$ cat src/rtl/ltlw_pkg.sv
// ----------------------------------------------------------------------------
// ltlw_pkg
// Types, codes and character tables shared by the text line writer and its
// checker.
// ----------------------------------------------------------------------------
package ltlw_pkg;

    // operation codes of an input item
    localparam logic OP_PUT  = 1'b0;
    localparam logic OP_MOVE = 1'b1;

    // configuration register indexes
    localparam int unsigned CFG_IDX_W = 1;
    localparam logic [CFG_IDX_W-1:0] REG_LINE_BASE = 1'b0;
    localparam logic [CFG_IDX_W-1:0] REG_RAW_MODE  = 1'b1;

    // control characters and fixed byte values
    localparam logic [7:0] CH_TAB    = 8'h09;
    localparam logic [7:0] CH_LF     = 8'h0A;
    localparam logic [7:0] CH_FF     = 8'h0C;
    localparam logic [7:0] CH_CR     = 8'h0D;
    localparam logic [7:0] CH_SPACE  = 8'h20;
    localparam logic [7:0] BAD_GLYPH = 8'hCD;
    localparam logic [7:0] BOM_0     = 8'hEF;
    localparam logic [7:0] BOM_1     = 8'hBB;
    localparam logic [7:0] BOM_2     = 8'hBF;
    localparam logic [8:0] CYR_PAGE  = 9'h008;   // code points 0x0400..0x047f
    localparam logic [7:0] LINE_BASE_RST = 8'h80;

    // payload of an input item
    typedef struct packed {
        logic       opcode;
        logic [7:0] char_byte;
        logic [5:0] new_column;
    } in_item_t;

    // payload of a result item
    typedef struct packed {
        logic       is_data;
        logic [7:0] bus_value;
        logic       last;
    } out_item_t;

    // sequencer states
    typedef enum logic [3:0] {
        ST_IDLE,
        ST_EVAL,
        ST_SCROLL_CMD,
        ST_SCROLL_RD,
        ST_SCROLL_WR,
        ST_SCROLL_PAD,
        ST_PUT_CMD,
        ST_PUT_DATA,
        ST_CLEAR_CMD,
        ST_CLEAR_DATA
    } seq_state_t;

    // ascii to panel charset, zero means unmapped
    localparam logic [7:0] ASCII_MAP [0:127] = '{
        8'h00, 8'h00, 8'h00, 8'h00, 8'h00, 8'h00, 8'h00, 8'h00,
        8'h00, 8'h00, 8'h00, 8'h00, 8'h00, 8'h00, 8'h00, 8'h00,
        8'h00, 8'h00, 8'h00, 8'h00, 8'h00, 8'h00, 8'h00, 8'h00,
        8'h00, 8'h00, 8'h00, 8'h00, 8'h00, 8'h00, 8'h00, 8'h00,
        8'h20, 8'h21, 8'h22, 8'h23, 8'h24, 8'h25, 8'h26, 8'h27,
        8'h28, 8'h29, 8'h2a, 8'h2b, 8'h2c, 8'h2d, 8'h2e, 8'h2f,
        8'h30, 8'h31, 8'h32, 8'h33, 8'h34, 8'h35, 8'h36, 8'h37,
        8'h38, 8'h39, 8'h3a, 8'h3b, 8'h3c, 8'h3d, 8'h3e, 8'h3f,
        8'h40, 8'h41, 8'h42, 8'h43, 8'h44, 8'h45, 8'h46, 8'h47,
        8'h48, 8'h49, 8'h4a, 8'h4b, 8'h4c, 8'h4d, 8'h4e, 8'h4f,
        8'h50, 8'h51, 8'h52, 8'h53, 8'h54, 8'h55, 8'h56, 8'h57,
        8'h58, 8'h59, 8'h5a, 8'h5b, 8'h04, 8'h5d, 8'h5e, 8'h5f,
        8'h60, 8'h61, 8'h62, 8'h63, 8'h64, 8'h65, 8'h66, 8'h67,
        8'h68, 8'h69, 8'h6a, 8'h6b, 8'h6c, 8'h6d, 8'h6e, 8'h6f,
        8'h70, 8'h71, 8'h72, 8'h73, 8'h74, 8'h75, 8'h76, 8'h77,
        8'h78, 8'h79, 8'h7a, 8'h05, 8'hd1, 8'h06, 8'he9, 8'hff
    };

    // cyrillic block to panel charset, zero means unmapped
    localparam logic [7:0] CYR_MAP [0:127] = '{
        8'h00, 8'ha2, 8'h00, 8'h00, 8'h00, 8'h00, 8'h00, 8'h00,
        8'h00, 8'h00, 8'h00, 8'h00, 8'h00, 8'h00, 8'h00, 8'h00,
        8'h41, 8'ha0, 8'h42, 8'ha1, 8'he0, 8'h45, 8'ha3, 8'ha4,
        8'ha5, 8'ha6, 8'h4b, 8'ha7, 8'h4d, 8'h48, 8'h4f, 8'ha8,
        8'h50, 8'h43, 8'h54, 8'ha9, 8'haa, 8'h58, 8'he1, 8'hab,
        8'hac, 8'he2, 8'had, 8'hae, 8'h07, 8'haf, 8'hb0, 8'hb1,
        8'h61, 8'hb2, 8'hb3, 8'hb4, 8'he3, 8'h65, 8'hb6, 8'hb7,
        8'hb8, 8'hb9, 8'hba, 8'hbb, 8'hbc, 8'hbd, 8'h6f, 8'hbe,
        8'h70, 8'h63, 8'hbf, 8'h79, 8'he4, 8'h78, 8'he5, 8'hc0,
        8'hc1, 8'he6, 8'hc2, 8'hc3, 8'hc4, 8'hc5, 8'hc6, 8'hc7,
        8'h00, 8'hb5, 8'h00, 8'h00, 8'h00, 8'h00, 8'h00, 8'h00,
        8'h00, 8'h00, 8'h00, 8'h00, 8'h00, 8'h00, 8'h00, 8'h00,
        8'h00, 8'h00, 8'h00, 8'h00, 8'h00, 8'h00, 8'h00, 8'h00,
        8'h00, 8'h00, 8'h00, 8'h00, 8'h00, 8'h00, 8'h00, 8'h00,
        8'h00, 8'h00, 8'h00, 8'h00, 8'h00, 8'h00, 8'h00, 8'h00,
        8'h00, 8'h00, 8'h00, 8'h00, 8'h00, 8'h00, 8'h00, 8'h00
    };

    // code point to panel glyph
    function automatic logic [7:0] map_code(input logic [15:0] cp);
        logic [7:0] g;
        g = 8'h00;
        if (cp[15:7] == 9'h000) begin
            g = ASCII_MAP[cp[6:0]];
        end else if (cp[15:7] == CYR_PAGE) begin
            g = CYR_MAP[cp[6:0]];
        end
        return (g == 8'h00) ? BAD_GLYPH : g;
    endfunction

endpackage

$ cat src/rtl/lcd_text_line_writer_core.sv
// ----------------------------------------------------------------------------
// lcd_text_line_writer_core
// Keeps the text of one character display line and turns character items
// into the command and data bytes of the display controller.
// ----------------------------------------------------------------------------
// Usage:
//   s_ channel: one item per character byte (opcode put) or cursor move.
//   m_ channel: command bytes (is_data 0) and data bytes (is_data 1); the
//     last byte caused by an item carries last.
//   cfg_ port: writes line_base and raw_mode; the user writes only while the block is idle (not enforced by the block).
// Timing:
//   one item at a time. A move, line feed, carriage return or a pending
//   UTF-8 byte emits no byte. A plain character emits 2 bytes. A form feed
//   emits COLUMNS+1 bytes at one per cycle unless the receiver stalls. A
//   write on a full line scrolls: the row memory is read and written back
//   one entry at a time through its registered read port.
//   Results go through one output register; while the receiver stalls the
//   sequencer holds, and the next item is taken while the last byte waits.
// Reset:
//   cursor at column 0, no pending UTF-8 bytes, line_base 0x80, raw_mode 0,
//   the row reads as spaces at once (one valid bit per column).
// ----------------------------------------------------------------------------
module lcd_text_line_writer_core #(
    parameter int unsigned COLUMNS = 16
) (
    input  logic                               aclk,
    input  logic                               aresetn,
    // configuration
    input  logic                               cfg_we,
    input  logic [ltlw_pkg::CFG_IDX_W-1:0]     cfg_index,
    input  logic [7:0]                         cfg_wdata,
    // input items
    input  logic                               s_valid,
    output logic                               s_ready,
    input  ltlw_pkg::in_item_t                 s_item,
    // result items
    output logic                               m_valid,
    input  logic                               m_ready,
    output ltlw_pkg::out_item_t                m_item
);

    localparam int unsigned IDX_W = $clog2(COLUMNS);
    localparam int unsigned CUR_W = $clog2(COLUMNS + 1);
    localparam logic [CUR_W-1:0] COL_END  = CUR_W'(COLUMNS);
    localparam logic [CUR_W-1:0] COL_LAST = CUR_W'(COLUMNS - 1);

    // registers
    ltlw_pkg::seq_state_t state_reg, state_next;
    ltlw_pkg::in_item_t   item_reg, item_next;
    ltlw_pkg::out_item_t  out_reg, out_next;
    logic                 out_valid_reg, out_valid_next;
    logic [CUR_W-1:0]     cursor_reg, cursor_next;
    logic [CUR_W-1:0]     scan_reg, scan_next;
    logic [7:0]           lead_reg, lead_next;
    logic [7:0]           second_reg, second_next;
    logic [7:0]           glyph_reg, glyph_next;
    logic [7:0]           line_base_reg;
    logic                 raw_reg;
    logic [COLUMNS-1:0]   valid_reg;

    // row memory
    logic [7:0]           row_mem [COLUMNS];
    logic [7:0]           rd_data_reg;
    logic                 rd_valid_reg;
    logic                 mem_we;
    logic [IDX_W-1:0]     mem_waddr;
    logic [7:0]           mem_wdata;
    logic                 mem_re;
    logic [IDX_W-1:0]     mem_raddr;
    logic                 clear_all;
    logic [7:0]           rd_byte;

    // decoder results
    logic [7:0]           dec_char;
    logic [15:0]          dec_cp;
    logic                 dec_emit;
    logic [7:0]           dec_lead;
    logic [7:0]           dec_second;
    logic [7:0]           dec_glyph;

    logic                 slot_free;

    assign m_valid   = out_valid_reg;
    assign m_item    = out_reg;
    assign slot_free = !out_valid_reg || m_ready;
    assign rd_byte   = rd_valid_reg ? rd_data_reg : ltlw_pkg::CH_SPACE;

    // tab to space, then utf-8 decode and charset mapping of the held byte (raw mode passes it through)
    always_comb begin
        dec_char   = (item_reg.char_byte == ltlw_pkg::CH_TAB) ? ltlw_pkg::CH_SPACE
                                                              : item_reg.char_byte;
        dec_cp     = {8'h00, dec_char};
        dec_emit   = 1'b1;
        dec_lead   = lead_reg;
        dec_second = second_reg;
        if (!raw_reg) begin
            if (!dec_char[7]) begin
                dec_lead   = 8'h00;
                dec_second = 8'h00;
            end else if (lead_reg == 8'h00) begin
                dec_lead = dec_char;
                dec_emit = 1'b0;
            end else if (second_reg == 8'h00) begin
                if (lead_reg[5]) begin
                    dec_second = dec_char;
                    dec_emit   = 1'b0;
                end else begin
                    dec_cp   = {5'b00000, lead_reg[4:0], dec_char[5:0]};
                    dec_lead = 8'h00;
                end
            end else begin
                dec_cp     = {lead_reg[3:0], second_reg[5:0], dec_char[5:0]};
                dec_lead   = 8'h00;
                dec_second = 8'h00;
                if (lead_reg == ltlw_pkg::BOM_0 && second_reg == ltlw_pkg::BOM_1 &&
                    dec_char == ltlw_pkg::BOM_2) begin
                    dec_emit = 1'b0;
                end
            end
            dec_glyph = ltlw_pkg::map_code(dec_cp);
        end else begin
            dec_glyph = dec_char;
        end
    end

    // sequencer next state and outputs
    always_comb begin
        state_next     = state_reg;
        item_next      = item_reg;
        out_next       = out_reg;
        out_valid_next = out_valid_reg && !m_ready;
        cursor_next    = cursor_reg;
        scan_next      = scan_reg;
        lead_next      = lead_reg;
        second_next    = second_reg;
        glyph_next     = glyph_reg;
        mem_we         = 1'b0;
        mem_waddr      = '0;
        mem_wdata      = '0;
        mem_re         = 1'b0;
        mem_raddr      = '0;
        clear_all      = 1'b0;
        s_ready        = 1'b0;

        case (state_reg)
            ltlw_pkg::ST_IDLE: begin
                s_ready = 1'b1;
                if (s_valid) begin
                    item_next  = s_item;
                    state_next = ltlw_pkg::ST_EVAL;
                end
            end
            ltlw_pkg::ST_EVAL: begin
                state_next = ltlw_pkg::ST_IDLE;
                if (item_reg.opcode == ltlw_pkg::OP_MOVE) begin
                    if ({1'b0, item_reg.new_column} < 7'(COLUMNS)) begin
                        cursor_next = CUR_W'(item_reg.new_column);
                    end
                end else begin
                    case (item_reg.char_byte)
                        ltlw_pkg::CH_LF: begin
                            state_next = ltlw_pkg::ST_IDLE;
                        end
                        ltlw_pkg::CH_CR: begin
                            cursor_next = '0;
                        end
                        ltlw_pkg::CH_FF: begin
                            clear_all   = 1'b1;
                            cursor_next = '0;
                            lead_next   = 8'h00;
                            second_next = 8'h00;
                            state_next  = ltlw_pkg::ST_CLEAR_CMD;
                        end
                        default: begin
                            lead_next   = dec_lead;
                            second_next = dec_second;
                            if (dec_emit) begin
                                glyph_next = dec_glyph;
                                state_next = (cursor_reg >= COL_END) ?
                                             ltlw_pkg::ST_SCROLL_CMD : ltlw_pkg::ST_PUT_CMD;
                            end
                        end
                    endcase
                end
            end
            // full line: address the line, then shift the row left
            ltlw_pkg::ST_SCROLL_CMD: begin
                if (slot_free) begin
                    out_valid_next = 1'b1;
                    out_next       = '{is_data: 1'b0, bus_value: line_base_reg, last: 1'b0};
                    scan_next      = CUR_W'(1);
                    state_next     = ltlw_pkg::ST_SCROLL_RD;
                end
            end
            ltlw_pkg::ST_SCROLL_RD: begin
                mem_re     = 1'b1;
                mem_raddr  = scan_reg[IDX_W-1:0];
                state_next = ltlw_pkg::ST_SCROLL_WR;
            end
            ltlw_pkg::ST_SCROLL_WR: begin
                if (slot_free) begin
                    out_valid_next = 1'b1;
                    out_next       = '{is_data: 1'b1, bus_value: rd_byte, last: 1'b0};
                    mem_we         = 1'b1;
                    mem_waddr      = IDX_W'(scan_reg - CUR_W'(1));
                    mem_wdata      = rd_byte;
                    scan_next      = scan_reg + CUR_W'(1);
                    state_next     = (scan_reg == COL_LAST) ? ltlw_pkg::ST_SCROLL_PAD
                                                            : ltlw_pkg::ST_SCROLL_RD;
                end
            end
            ltlw_pkg::ST_SCROLL_PAD: begin
                if (slot_free) begin
                    out_valid_next = 1'b1;
                    out_next       = '{is_data: 1'b1, bus_value: ltlw_pkg::CH_SPACE,
                                       last: 1'b0};
                    cursor_next    = COL_LAST;
                    state_next     = ltlw_pkg::ST_PUT_CMD;
                end
            end
            // set address, then the character itself
            ltlw_pkg::ST_PUT_CMD: begin
                if (slot_free) begin
                    out_valid_next = 1'b1;
                    out_next       = '{is_data: 1'b0,
                                       bus_value: line_base_reg | 8'(cursor_reg),
                                       last: 1'b0};
                    state_next     = ltlw_pkg::ST_PUT_DATA;
                end
            end
            ltlw_pkg::ST_PUT_DATA: begin
                if (slot_free) begin
                    out_valid_next = 1'b1;
                    out_next       = '{is_data: 1'b1, bus_value: glyph_reg, last: 1'b1};
                    mem_we         = 1'b1;
                    mem_waddr      = cursor_reg[IDX_W-1:0];
                    mem_wdata      = glyph_reg;
                    cursor_next    = cursor_reg + CUR_W'(1);
                    state_next     = ltlw_pkg::ST_IDLE;
                end
            end
            // form feed: address the line and blank every column
            ltlw_pkg::ST_CLEAR_CMD: begin
                if (slot_free) begin
                    out_valid_next = 1'b1;
                    out_next       = '{is_data: 1'b0, bus_value: line_base_reg, last: 1'b0};
                    scan_next      = '0;
                    state_next     = ltlw_pkg::ST_CLEAR_DATA;
                end
            end
            ltlw_pkg::ST_CLEAR_DATA: begin
                if (slot_free) begin
                    out_valid_next = 1'b1;
                    out_next       = '{is_data: 1'b1, bus_value: ltlw_pkg::CH_SPACE,
                                       last: (scan_reg == COL_LAST)};
                    scan_next      = scan_reg + CUR_W'(1);
                    if (scan_reg == COL_LAST) begin
                        state_next = ltlw_pkg::ST_IDLE;
                    end
                end
            end
            default: begin
                state_next = ltlw_pkg::ST_IDLE;
            end
        endcase
    end

    // control state
    always_ff @(posedge aclk) begin
        if (!aresetn) begin
            state_reg     <= ltlw_pkg::ST_IDLE;
            out_valid_reg <= 1'b0;
            cursor_reg    <= '0;
            lead_reg      <= 8'h00;
            second_reg    <= 8'h00;
        end else begin
            state_reg     <= state_next;
            out_valid_reg <= out_valid_next;
            cursor_reg    <= cursor_next;
            lead_reg      <= lead_next;
            second_reg    <= second_next;
        end
    end

    // payload registers
    always_ff @(posedge aclk) begin
        item_reg  <= item_next;
        out_reg   <= out_next;
        scan_reg  <= scan_next;
        glyph_reg <= glyph_next;
    end

    // configuration registers
    always_ff @(posedge aclk) begin
        if (!aresetn) begin
            line_base_reg <= ltlw_pkg::LINE_BASE_RST;
            raw_reg       <= 1'b0;
        end else if (cfg_we) begin
            case (cfg_index)
                ltlw_pkg::REG_LINE_BASE: line_base_reg <= cfg_wdata;
                ltlw_pkg::REG_RAW_MODE:  raw_reg       <= cfg_wdata[0];
                default: begin
                    raw_reg <= raw_reg;
                end
            endcase
        end
    end

    // column valid bits: a column not yet written reads as a space
    always_ff @(posedge aclk) begin
        if (!aresetn) begin
            valid_reg <= '0;
        end else if (clear_all) begin
            valid_reg <= '0;
        end else if (mem_we) begin
            valid_reg[mem_waddr] <= 1'b1;
        end
    end

    // row memory, one write and one registered read port
    always_ff @(posedge aclk) begin
        if (mem_we) begin
            row_mem[mem_waddr] <= mem_wdata;
        end
        if (mem_re) begin
            rd_data_reg  <= row_mem[mem_raddr];
            rd_valid_reg <= valid_reg[mem_raddr];
        end
    end

endmodule

$ cat config.mk
export PLATFORM = sky130hd
export DESIGN_NAME = lcd_text_line_writer_core
export DESIGN_NICKNAME = d
export VERILOG_FILES = /design/src/rtl/ltlw_pkg.sv /design/src/rtl/lcd_text_line_writer_core.sv
export SDC_FILE = /design/constraint.sdc
export NUM_CORES = 1
export LEC_CHECK = 0
export ABC_AREA = 0
export BUFFER_PORTS_ARGS = -buffer_cell sky130_fd_sc_hd__buf_2
export CAP_MARGIN = 20
export CORE_MARGIN = 2
export CORE_UTILIZATION = 40
export CTS_CLUSTER_SIZE = 28
export DETAILED_ROUTE_END_ITERATION = 10
export PLACE_DENSITY = 0.55
export SYNTH_ARGS = -nofsm -noshare
export SYNTH_HDL_FRONTEND = slang
export SYNTH_SLANG_ARGS = --single-unit
$ cat constraint.sdc
create_clock -name aclk -period 3.1 [get_ports aclk]
set_input_delay 0.155 -clock aclk [delete_from_list [all_inputs] [get_ports aclk]]
set_output_delay 0.155 -clock aclk [all_outputs]
set_load 0.01 [all_outputs]
# [After elaboration in Yosys (flattened, before gate mapping)]
# Memory sizes are Yosys's and may differ from the RTL's. A register that Yosys moved wholly into a read port is not among the register bits.
# Cells that the tools add are included.
[classes] bitwise_logic=8 mux=88 reduce_logical=34 eq_ne=35 addsub=3 n_lt_le_gt_ge=6
[op_table] cell="8-bit 2-to-1 mux" n=23
[op_table] cell="16-bit 2-to-1 mux" n=4
[op_table] cell="10-bit 2-to-1 mux" n=6
[op_table] cell="10-bit one-hot mux with 6 select lines" n=1
[op_table] cell="4-bit 2-to-1 mux" n=13
[op_table] cell="8-bit one-hot mux with 2 select lines" n=3
[op_table] cell="5-bit 2-to-1 mux" n=8
[op_table] cell="4-bit one-hot mux with 10 select lines" n=1
[op_table] cell="8-bit by 4-bit == test with 1-bit output, second input constant" n=4
[op_table] cell="5-bit one-hot mux with 3 select lines" n=2
[op_table] cell="8-bit == test, second input constant" n=3
[op_table] cell="8-bit logical NOT" n=3
[op_table] cell="1-bit 2-to-1 mux" n=19
[op_table] cell="2-bit != test, second input constant" n=9
[op_table] cell="4-bit by 3-bit == test with 1-bit output, second input constant" n=4
[op_table] cell="16-bit bitwise OR" n=1
[op_table] cell="4-bit one-hot mux with 2 select lines" n=2
[op_table] cell="4-bit AND reduction" n=3
[op_table] cell="2-bit OR reduction" n=6
[op_table] cell="11-bit 2-to-1 mux" n=1
[op_table] cell="5-bit by 1-bit adder with 5-bit output, second input constant" n=2
[op_table] cell="4-bit by 5-bit less-than comparator with 1-bit output, second input constant" n=2
[op_table] cell="5-bit AND reduction" n=2
[op_table] cell="9-bit by 4-bit == test with 1-bit output, second input constant" n=1
[op_table] cell="other kinds (33)" n=51
[totals] mem_bits_ro=2048 ramBits=128 regBits=90 output_inout_bits=12 n_memories=3
[memory_table] memory="(no name shown)" words=128 width=8 read_ports=1 rd_clocked_by_memory_dff=0 wr=0 line_no="ltlw_pkg.sv:105" source="g = CYR_MAP[cp[6:0]];"
[memory_table] memory="(no name shown)" words=128 width=8 read_ports=1 rd_clocked_by_memory_dff=0 wr=0 line_no="ltlw_pkg.sv:103" source="g = ASCII_MAP[cp[6:0]];"
[memory_table] memory="row_mem" words=16 width=8 read_ports=1 rd_clocked_by_memory_dff=1 wr=1 line_no="lcd_text_line_writer_core.sv:62" source="logic [7:0] row_mem [COLUMNS];"

# [Longest topological paths before layout]
# Gate-level depths: netlist (run 1).
[depth] word_depth=17 depth_mapped=14 ltp_nobuf=12

# [Least setup slack after synthesis (run 1)]
# Ideal clock, no wire load.
[synth_timing] kind="reg2reg" startpoint="register item_reg[13] in the netlist's numbering" endpoint="register glyph_reg[6], data pin" stages_incl_launch_ff=15 arrival_ns=3.077 setup_time_ns=0.165 required_time_ns=2.935 setup_slack_ns=-0.142 n_path_buf=2 synth_period_minus_slack_ns=3.242 cell_sequence="edfxtp_1 > clkbuf_8 > or4_1 > o31ai_2 > inv_1 > ha_1 > clkbuf_1 > mux2i_1 > o22ai_1 > o32a_1 > nor3_1 > a2111oi_2 > a311oi_1 > nand4_1 > o31ai_2"
[synth_between] elab_chain_len=17 word_cells_on_any_way=22 cone_classes="eq/ne: 2; mux: 15; bitwise: 1; reduce/logical: 2; memory: 2"
[synth_lines] item="start: declaration" line_no="lcd_text_line_writer_core.sv:49" source="ltlw_pkg::in_item_t item_reg, item_next;"
[synth_lines] item="start signal: assignment" line_no="lcd_text_line_writer_core.sv:287" source="item_reg <= item_next;"
[synth_lines] item="8-bit by 4-bit == test with 1-bit output" line_no="lcd_text_line_writer_core.sv:90" source="dec_char = (item_reg.char_byte == ltlw_pkg::CH_TAB) ? ltlw_pkg::CH_SPACE"
[synth_lines] item="8-bit 2-to-1 mux *" line_no="lcd_text_line_writer_core.sv:90"
[synth_lines] item="11-bit 2-to-1 mux" line_no="lcd_text_line_writer_core.sv:104" source="if (lead_reg[5]) begin"
[synth_lines] item="16-bit 2-to-1 mux" line_no="lcd_text_line_writer_core.sv:103" source="end else if (second_reg == 8'h00) begin"
[synth_lines] item="16-bit 2-to-1 mux" line_no="lcd_text_line_writer_core.sv:100" source="end else if (lead_reg == 8'h00) begin"
[synth_lines] item="16-bit 2-to-1 mux" line_no="lcd_text_line_writer_core.sv:97" source="if (!dec_char[7]) begin"
[synth_lines] item="16-bit 2-to-1 mux" line_no="lcd_text_line_writer_core.sv:96" source="if (!raw_reg) begin"
[synth_lines] item="7-bit NOT with 8-bit output (implied by the code)" line_no="ltlw_pkg.sv:103, ltlw_pkg.sv:105"
[synth_lines] item="memory read 128 x 8 bit"
[synth_lines] item="8-bit 2-to-1 mux (implied by the code) (2 in a row)" line_no="ltlw_pkg.sv:105"
[synth_lines] item="8-bit 2-to-1 mux" line_no="ltlw_pkg.sv:104" source="end else if (cp[15:7] == CYR_PAGE) begin"
[synth_lines] item="8-bit 2-to-1 mux" line_no="ltlw_pkg.sv:102" source="if (cp[15:7] == 9'h000) begin"
[synth_lines] item="8-bit 2-to-1 mux" line_no="lcd_text_line_writer_core.sv:96"
[synth_lines] item="8-bit logical NOT" line_no="ltlw_pkg.sv:107" source="return (g == 8'h00) ? BAD_GLYPH : g;"
[synth_lines] item="8-bit 2-to-1 mux" line_no="ltlw_pkg.sv:107"
[synth_lines] item="8-bit 2-to-1 mux *" line_no="lcd_text_line_writer_core.sv:96"
[synth_lines] item="named net dec_glyph[6]" line_no="lcd_text_line_writer_core.sv:79" source="logic [7:0] dec_glyph;"
[synth_lines] item="end signal: assignment" line_no="lcd_text_line_writer_core.sv:290" source="glyph_reg <= glyph_next;"
[synth_lines] item="end: declaration" line_no="lcd_text_line_writer_core.sv:56" source="logic [7:0] glyph_reg, glyph_next;"
# The timed path passes the listed nets; every way through them passes the cells marked *. The select of a mux whose other input is x is not followed.
# A chain may end at the register's enable or synchronous reset.

# [Worst setup path in the final report (run 1)]
[layout_timing] startpoint="register item_reg[11] in the netlist's numbering" endpoint="register glyph_reg[7], data pin"
# The elaborated chain is that of the path after synthesis.

==> impl_metrics.py, run 1 <==
metrics = {
    "clock_network": {
        "ctsHtreeMaxLevel": 1,
        "root_buffer": "clkbuf_16",
        "numClockSinks": 226,
        "cts_made_buffers": 25,
        "cts_tree": "built",
        "clock_latency_ns": 0.54,
        "cts.reportedPaths.clkPinSlew_ns": 0.06,
        "cts.path.max_buffers": 3,
    },
    "logic_synthesis": {
        "syn_area_mm2": 0.01125,
        "syn_area_per_cell_um2": 11.45,
        "synth_edf_count": 175,
        "synth_compound_area_frac": 0.1658,
        "synth_top_family_by_area": "compound AO/OA/AOI/OAI gates",
        "yosysWarningCount": 0,
        "muxShareOfSynthArea": 0.08127,
        "synth_nets": 1021,
        "synth_fa_ha_area_frac": 0.01001,
        "synth_xor_area_frac": 0.006226,
        "ys_seq_area_frac": 0.5576,
        "syn_inst": 983,
        "ys_async_sr_fraction": 0,
        "ys_ff_latch": 226,
        "synthFlopType": "edfxtp_1",
        "yosysUniqueCellTypes": 84,
        "synth-simple-area-share": 0.1386,
    },
    "worst_hold_path": {
        "min_path_type": "in -> reg",
        "hold_path_end": "line_base_reg[2]$_SDFFE_PN0P_",
        "min_from": "cfg_we",
        "hold_depth": 4,
    },
    "pwr": {
        "powerDensity_mw_per_mm2": 758.5,
        "leakage_uw": 0.004747,
        "pwr-share-comb": 0.330,
        "p_total_uw": 10280,
        "seq_power_share": 0.376,
        "swShare": 0.3406,
        "p_int_uw": 6777,
        "switchingPower_uw": 3500,
        "power_frac_clock": 0.294,
        "ir_drop_v": 0.0003592,
    },
    "timing": {
        "min_period_over_period": 1.009,
        "maxSlewHeadroom": 0.2790,
        "rsz0062_at_grt": "true",
        "slew_viol_final": 0,
        "hold_viol": 0,
        "min_period_ns": 3.127,
        "setup-violations-final": 1,
        "layout_setup_ws_ns": -0.02735,
        "finClkSkew_ns": 0.02435,
        "timing.fmax_ghz": 0.3198,
        "tightest_slew_ns": 1.080,
    },
    "outcome": {
        "status": "finished with violations",
        "violations": "negative setup slack",
    },
    "finish": {
        "final_cell_area_mm2": 0.01355,
        "drive_above_1_share": 0.2429,
        "largest_reg_flops": 128,
        "diodes": 0,
        "fillers": 2573,
        "layoutNonFillerInstCount": 1498,
        "nets": 1139,
        "fin_util": 0.4877,
        "area_growth_pct": 20.38,
    },
    "routing": {
        "drc": 0,
        "ant_nets": 0,
        "detail_route.wirelength_mm": 31.80,
        "via_per_inst": 5.680,
        "vias": 8509,
        "drt_iter0_drc": 1002,
        "drt-wirelength-per-cell_um": 21.23,
        "dr.pass1.iters": 6,
    },
    "worst_setup_path": {
        "path_cells": "or4_4 > o31ai_4 > inv_2 > ha_4 > nor2b_4 > o21ai_2 > a21oi_2 > a22oi_2 > a311oi_2 > a211oi_2 > nand4_1 > o22ai_1",
        "r2r_end": "glyph_reg[7]$_DFFE_PP_",
        "critPathArrivalTime_ns": 3.49,
        "cp-start-kind": "flip-flop",
        "path_max_fanout": 8,
        "rr_startpoint": "item_reg[11]$_DFFE_PP_",
        "cpPeakStageDelay_ns": 0.57,
        "required_ns": 3.46,
        "rrSetupSlack_ns": -0.03,
        "crit_type": "reg -> reg",
        "slowest_stage": "or4_4",
        "r2r_cells": 12,
        "end_kind": "flip-flop",
    },
    "placed_design": {
        "routabilityCongestion": 0.9111,
        "dp_hpwl_mm": 22.18,
        "port_buffers": 40,
        "dpl_cell_area_mm2": 0.01227,
        "dp_slack_ns": -0.1170,
        "place_inst": 1421,
    },
    "job": {
        "max-cap-violations": 0,
    },
    "grt": {
        "grt_max_degree": 41,
        "grt_usage": 0.2189,
        "antenna_found_initial": 0,
        "grt_pass1_vias": 8284,
        "grt_pass1_wl_mm": 49.14,
        "grt_overflow": 0,
    },
    "floorplan": {
        "chipWidth_um": 171.7,
        "core_mm2": 0.02778,
        "die-area_mm2": 0.02949,
        "row_count": 61,
        "start_util": 0.4051,
        "die_h_um": 171.7,
        "pin_count": 41,
    },
}
-- through the flow --
stage | setup TNS, ns | hold slack [ns]
6_report | -0.02735 | 0.1292
5_1_grt | -0.6589 | 0.1538
4_1_cts | 0 | 0.1134
3_5_place_dp | -0.3634 | 0.3331
3_3_place_gp | -0.08425 | 0.3324
2_1_floorplan | 0 | 0.2268
-- placed cells by master, fill, tap and decap left out, drive strengths merged, types with 28 or more instances in the layout --
cell type    count
dfxtp           51
edfxtp         175
nor2            85
a31oi           30
a21oi           60
nand2          108
nand3           33
buf            132
o21ai           48
clkbuf          32
dlygate4sd3     28
-- area by class of cell --
type,count,area (um2),share of cell area
timing repair buffer,160,1179,0.08700
sequential,226,6276,0.4632
clock buffer,32,671.9,0.04959
multi-input combinational,662,4681,0.3455
clock inverter,14,170.2,0.01256
tap,378,473.0,0.03491
inverter,26,97.59,0.007204
-- power by group through the flow --
stage / combinational (uW) / clock [uW] / sequential (uW)
detailed placement: 3170 / 0 / 3920
CTS: 3230 / 3100 / 3860
floorplan: 2110 / 0 / 3860
global placement: 3190 / 0 / 3920
global route: 3680 / 3220 / 3890
finish: 3390 / 3030 / 3860
-- per-layer routing --
metal,up-vias,GRT usage,share of wire
li1,3992,-,-
met1,4128,0.3290,0.47
met2,326,0.3188,0.43
met3,63,0.04096,0.070
met4,0,0.06905,0.028
met5,-,0,0
-- cell families (layout without fill, tap and decap cells) --
| group | count (synthesis) | in the layout |
|---|---|---|
| xor gates and xnor gates | 8 | 8 |
| AOI/OAI and AO/OA | 272 | 272 |
| and+or+nand+nor | 317 | 317 |
| buffers and inverters | 95 | 232 |
| muxes | 56 | 56 |
| adders and majority gates | 9 | 9 |
| DFF | 226 | 226 |
-- critical path: cells and delay by family, from the launching register on --
kind	cells	cell delay [ns]
flip-flops	1	0.39
AND/OR/NAND/NOR	3	0.94
buffers and inverters	1	0.10
AO/OA/AOI/OAI	7	1.33
adder cells (fa/ha/maj)	1	0.21
-- what timing repair did --
| item | CTS | global route |
|---|---|---|
| buffers inserted | 0 | 3 |
| hold endpoints to repair | 25 | 0 |
| resized for setup | 6 | 29 |
| cloned | 0 | 0 |
| endpoints found under the setup margin | 6 | 8 |
| pin swaps | 4 | 19 |
| hold buffers | 28 | 0 |
-- cell usage after synthesis (18+ instances only) --
master      n  area share
edfxtp_1  175        0.47
nand2_1   106       0.035
nor2_1     83       0.028
a21oi_1    59       0.026
dfxtp_1    51       0.091
clkbuf_1   44       0.015
o21ai_0    42       0.019
nand3_1    33       0.015
a31oi_1    30       0.017
mux4_2     27       0.054
inv_1      23      0.0077
a22oi_1    19       0.013
o21a_1     18       0.012
-- worst max path at each step --
stage                                 startpoint                endpoint  slack, ns  cells after the start
after detailed placement  item_reg[11]$_DFFE_PP_  glyph_reg[6]$_DFFE_PP_      -0.12                     12
after floorplan           item_reg[13]$_DFFE_PP_  glyph_reg[3]$_DFFE_PP_       0.02                     14
after global placement    item_reg[11]$_DFFE_PP_  glyph_reg[7]$_DFFE_PP_      -0.04                     12
final                     item_reg[11]$_DFFE_PP_  glyph_reg[7]$_DFFE_PP_      -0.03                     12
after global routing      item_reg[11]$_DFFE_PP_  glyph_reg[7]$_DFFE_PP_      -0.17                     12
after CTS                 item_reg[11]$_DFFE_PP_  glyph_reg[7]$_DFFE_PP_     0.0009                     12
(Power assumes the default switching activity.)
==> inputs of run 2 (changes only) <==
--- a/config.mk
+++ b/config.mk
@@ -8,11 +8,15 @@
 export ABC_AREA = 0
 export BUFFER_PORTS_ARGS = -buffer_cell sky130_fd_sc_hd__buf_2
 export CAP_MARGIN = 20
+export CELL_PAD_IN_SITES_DETAIL_PLACEMENT = 0
+export CELL_PAD_IN_SITES_GLOBAL_PLACEMENT = 1
 export CORE_MARGIN = 2
 export CORE_UTILIZATION = 40
 export CTS_CLUSTER_SIZE = 28
 export DETAILED_ROUTE_END_ITERATION = 10
-export PLACE_DENSITY = 0.55
+export PLACE_DENSITY = 0.65
+export RECOVER_POWER = 25
+export SETUP_SLACK_MARGIN = 0.1
 export SYNTH_ARGS = -nofsm -noshare
 export SYNTH_HDL_FRONTEND = slang
 export SYNTH_SLANG_ARGS = --single-unit
==> run 2 against run 1 <==
Net effect:
- the run now ends clean
- clock power decreased by 3%
- hold slack gained 0.017 ns
- largest cell class unchanged
- power is 1.6% lower
- register-to-register slack improved by 0.06 ns
- critical path depth did not move
- largest power group unchanged
- sequential power barely moved
==> impl_metrics.py, run 2 (synthesis gave the netlist of run 1 again) <==
metrics = {
    "placed_design": {
        "place_inst": 1418,
        "dp_slack_ns": -0.07771,
        "routabilityCongestion": 0.8802,
        "dp_hpwl_mm": 22.29,
        "port_buffers": 40,
    },
    "floorplan": {
        "chipWidth_um": 171.7,
        "die_h_um": 171.7,
        "die-area_mm2": 0.02949,
        "start_util": 0.4051,
        "core_mm2": 0.02778,
        "row_count": 61,
        "pin_count": 41,
    },
    "pwr": {
        "seq_power_share": 0.381,
        "powerDensity_mw_per_mm2": 750.8,
        "ir_drop_v": 0.0003863,
        "p_int_uw": 6676,
        "power_frac_clock": 0.291,
        "pwr-share-comb": 0.328,
        "leakage_uw": 0.004672,
        "swShare": 0.3399,
        "p_total_uw": 10110,
        "switchingPower_uw": 3438,
    },
    "timing": {
        "min_period_over_period": 0.9897,
        "layout_setup_ws_ns": 0.03203,
        "slew_viol_final": 0,
        "hold_viol": 0,
        "maxSlewHeadroom": 0.2694,
        "min_period_ns": 3.068,
        "final.setup.tns_ns": 0,
        "tightest_slew_ns": 1.096,
        "setup-violations-final": 0,
        "finClkSkew_ns": 0.009569,
        "timing.fmax_ghz": 0.3259,
        "rsz0062_at_grt": "true",
    },
    "worst_setup_path": {
        "end_kind": "flip-flop",
        "slowest_stage": "or4_4",
        "critPathMostFrequentCell": "buf_4",
        "path_max_fanout": 6,
        "cpPeakStageDelay_ns": 0.57,
        "cp-start-kind": "flip-flop",
        "path_cells": "or4_4 > o31ai_4 > buf_6 > ha_4 > buf_4 > xnor2_1 > o2111ai_1 > a311oi_1 > a211oi_2 > buf_4 > a21o_1 > o21ai_1",
        "required_ns": 3.37,
        "critPathArrivalTime_ns": 3.34,
        "crit_type": "reg -> reg",
    },
    "grt": {
        "grt_pass1_vias": 8208,
        "grt_overflow": 0,
        "grt_pass1_wl_mm": 48.49,
        "antenna_found_initial": 0,
        "grt_usage": 0.2171,
        "grt_max_degree": 51,
    },
    "finish": {
        "largest_reg_flops": 128,
        "drive_above_1_share": 0.2157,
        "layout_common_cells": "175 x edfxtp_1, 106 x nand2_1, 84 x buf_4, 83 x nor2_1, 57 x a21oi_1",
        "area_growth_pct": 19.70,
        "final_common_cell": "edfxtp_1",
        "diodes": 0,
        "nets": 1140,
        "layoutNonFillerInstCount": 1500,
    },
    "routing": {
        "ant_nets": 0,
        "dr.pass1.iters": 5,
        "drt_iter0_drc": 759,
        "drt-wirelength-per-cell_um": 21.26,
        "detail_route.wirelength_mm": 31.90,
        "vias": 8467,
        "drc": 0,
        "via_per_inst": 5.645,
    },
    "clock_network": {
        "clock_latency_ns": 0.53,
        "cts_made_buffers": 26,
        "ctsHtreeMaxLevel": 1,
        "root_buffer": "clkbuf_16",
        "cts.path.max_buffers": 3,
        "cts_tree": "built",
        "cts.reportedPaths.clkPinSlew_ns": 0.06,
        "numClockSinks": 226,
    },
    "outcome": {
        "status": "finished clean",
    },
    "job": {
        "max-cap-violations": 0,
    },
    "worst_hold_path": {
        "min_path_type": "in -> reg",
    },
}
[run 2: changes by cell type in the layout (fill, tap and decap cells not counted), sizes merged]
cell / delta
buf: -20
bufinv: -1
clkbuf: +20
clkinv: +6
clkinvlp: -2
inv: -1
[run 2: critical path: cells and delay by family (launching register included)]
family,cells,cell delay (ns)
buffers and inverters,3,0.47
AND/OR/NAND/NOR,1,0.57
adder cells (fa/ha/maj),1,0.21
AO/OA/AOI/OAI,6,1.04
flip-flops,1,0.39
XOR/XNOR,1,0.12
[run 2: final cells by class]
cell class | count | area, um2
Fill cell | 2589 | 14310
Sequential cell | 226 | 6276
Multi-Input combinational cell | 662 | 4661
Timing Repair Buffer | 160 | 1147
Clock buffer | 32 | 694.4
Tap cell | 378 | 473.0
Clock inverter | 16 | 122.6
Inverter | 26 | 97.59
[run 2: timing repair]
| action | in CTS | in global routing |
|---|---|---|
| hold buffers | 28 | 0 |
| resized for setup | 8 | 15 |
| hold endpoints to repair | 25 | 0 |
| pin swaps | 11 | 9 |
| buffers inserted | 4 | 2 |
| endpoints found under the setup margin | 7 | 8 |
[run 2: routing by layer]
| layer | share of wire | track usage |
|---|---|---|
| met4 | 0.027 | 0.06284 |
| met3 | 0.061 | 0.03152 |
| met2 | 0.46 | 0.3501 |
| met5 | 0 | 0 |
| met1 | 0.45 | 0.3053 |
[run 2: power by group through the flow]
stage	Combinational (uW)	Sequential, uW	Clock [uW]
floorplan	2120	3860	0
global placement	3210	3910	0
detailed placement	3170	3910	0
CTS	3260	3850	3020
global route	3610	3880	3130
finish	3320	3850	2940
[run 2: worst paths after layout]
check / start / end / slack, ns / cells past startpoint
hold / removal: cfg_we / line_base_reg[4]$_SDFFE_PN0P_ / 0.15 / 4
setup reg to reg: item_reg[11]$_DFFE_PP_ / glyph_reg[0]$_DFFE_PP_ / 0.03 / 12
setup / recovery: item_reg[11]$_DFFE_PP_ / glyph_reg[0]$_DFFE_PP_ / 0.03 / 12
hold reg to reg: valid_reg[10]$_SDFFE_PP0P_ / valid_reg[10]$_SDFFE_PP0P_ / 0.46 / 1
[run 2: per-stage QoR]
stage,hold slack (ns),utilization,cell area [um2]
2_1_floorplan,0.2268,-,11290
3_3_place_gp,0.3355,0.4415,12270
3_5_place_dp,0.3331,0.4415,12270
4_1_cts,0.1356,0.4838,13440
5_1_grt,0.1569,0.4849,13470
6_report,0.1460,0.4849,13470
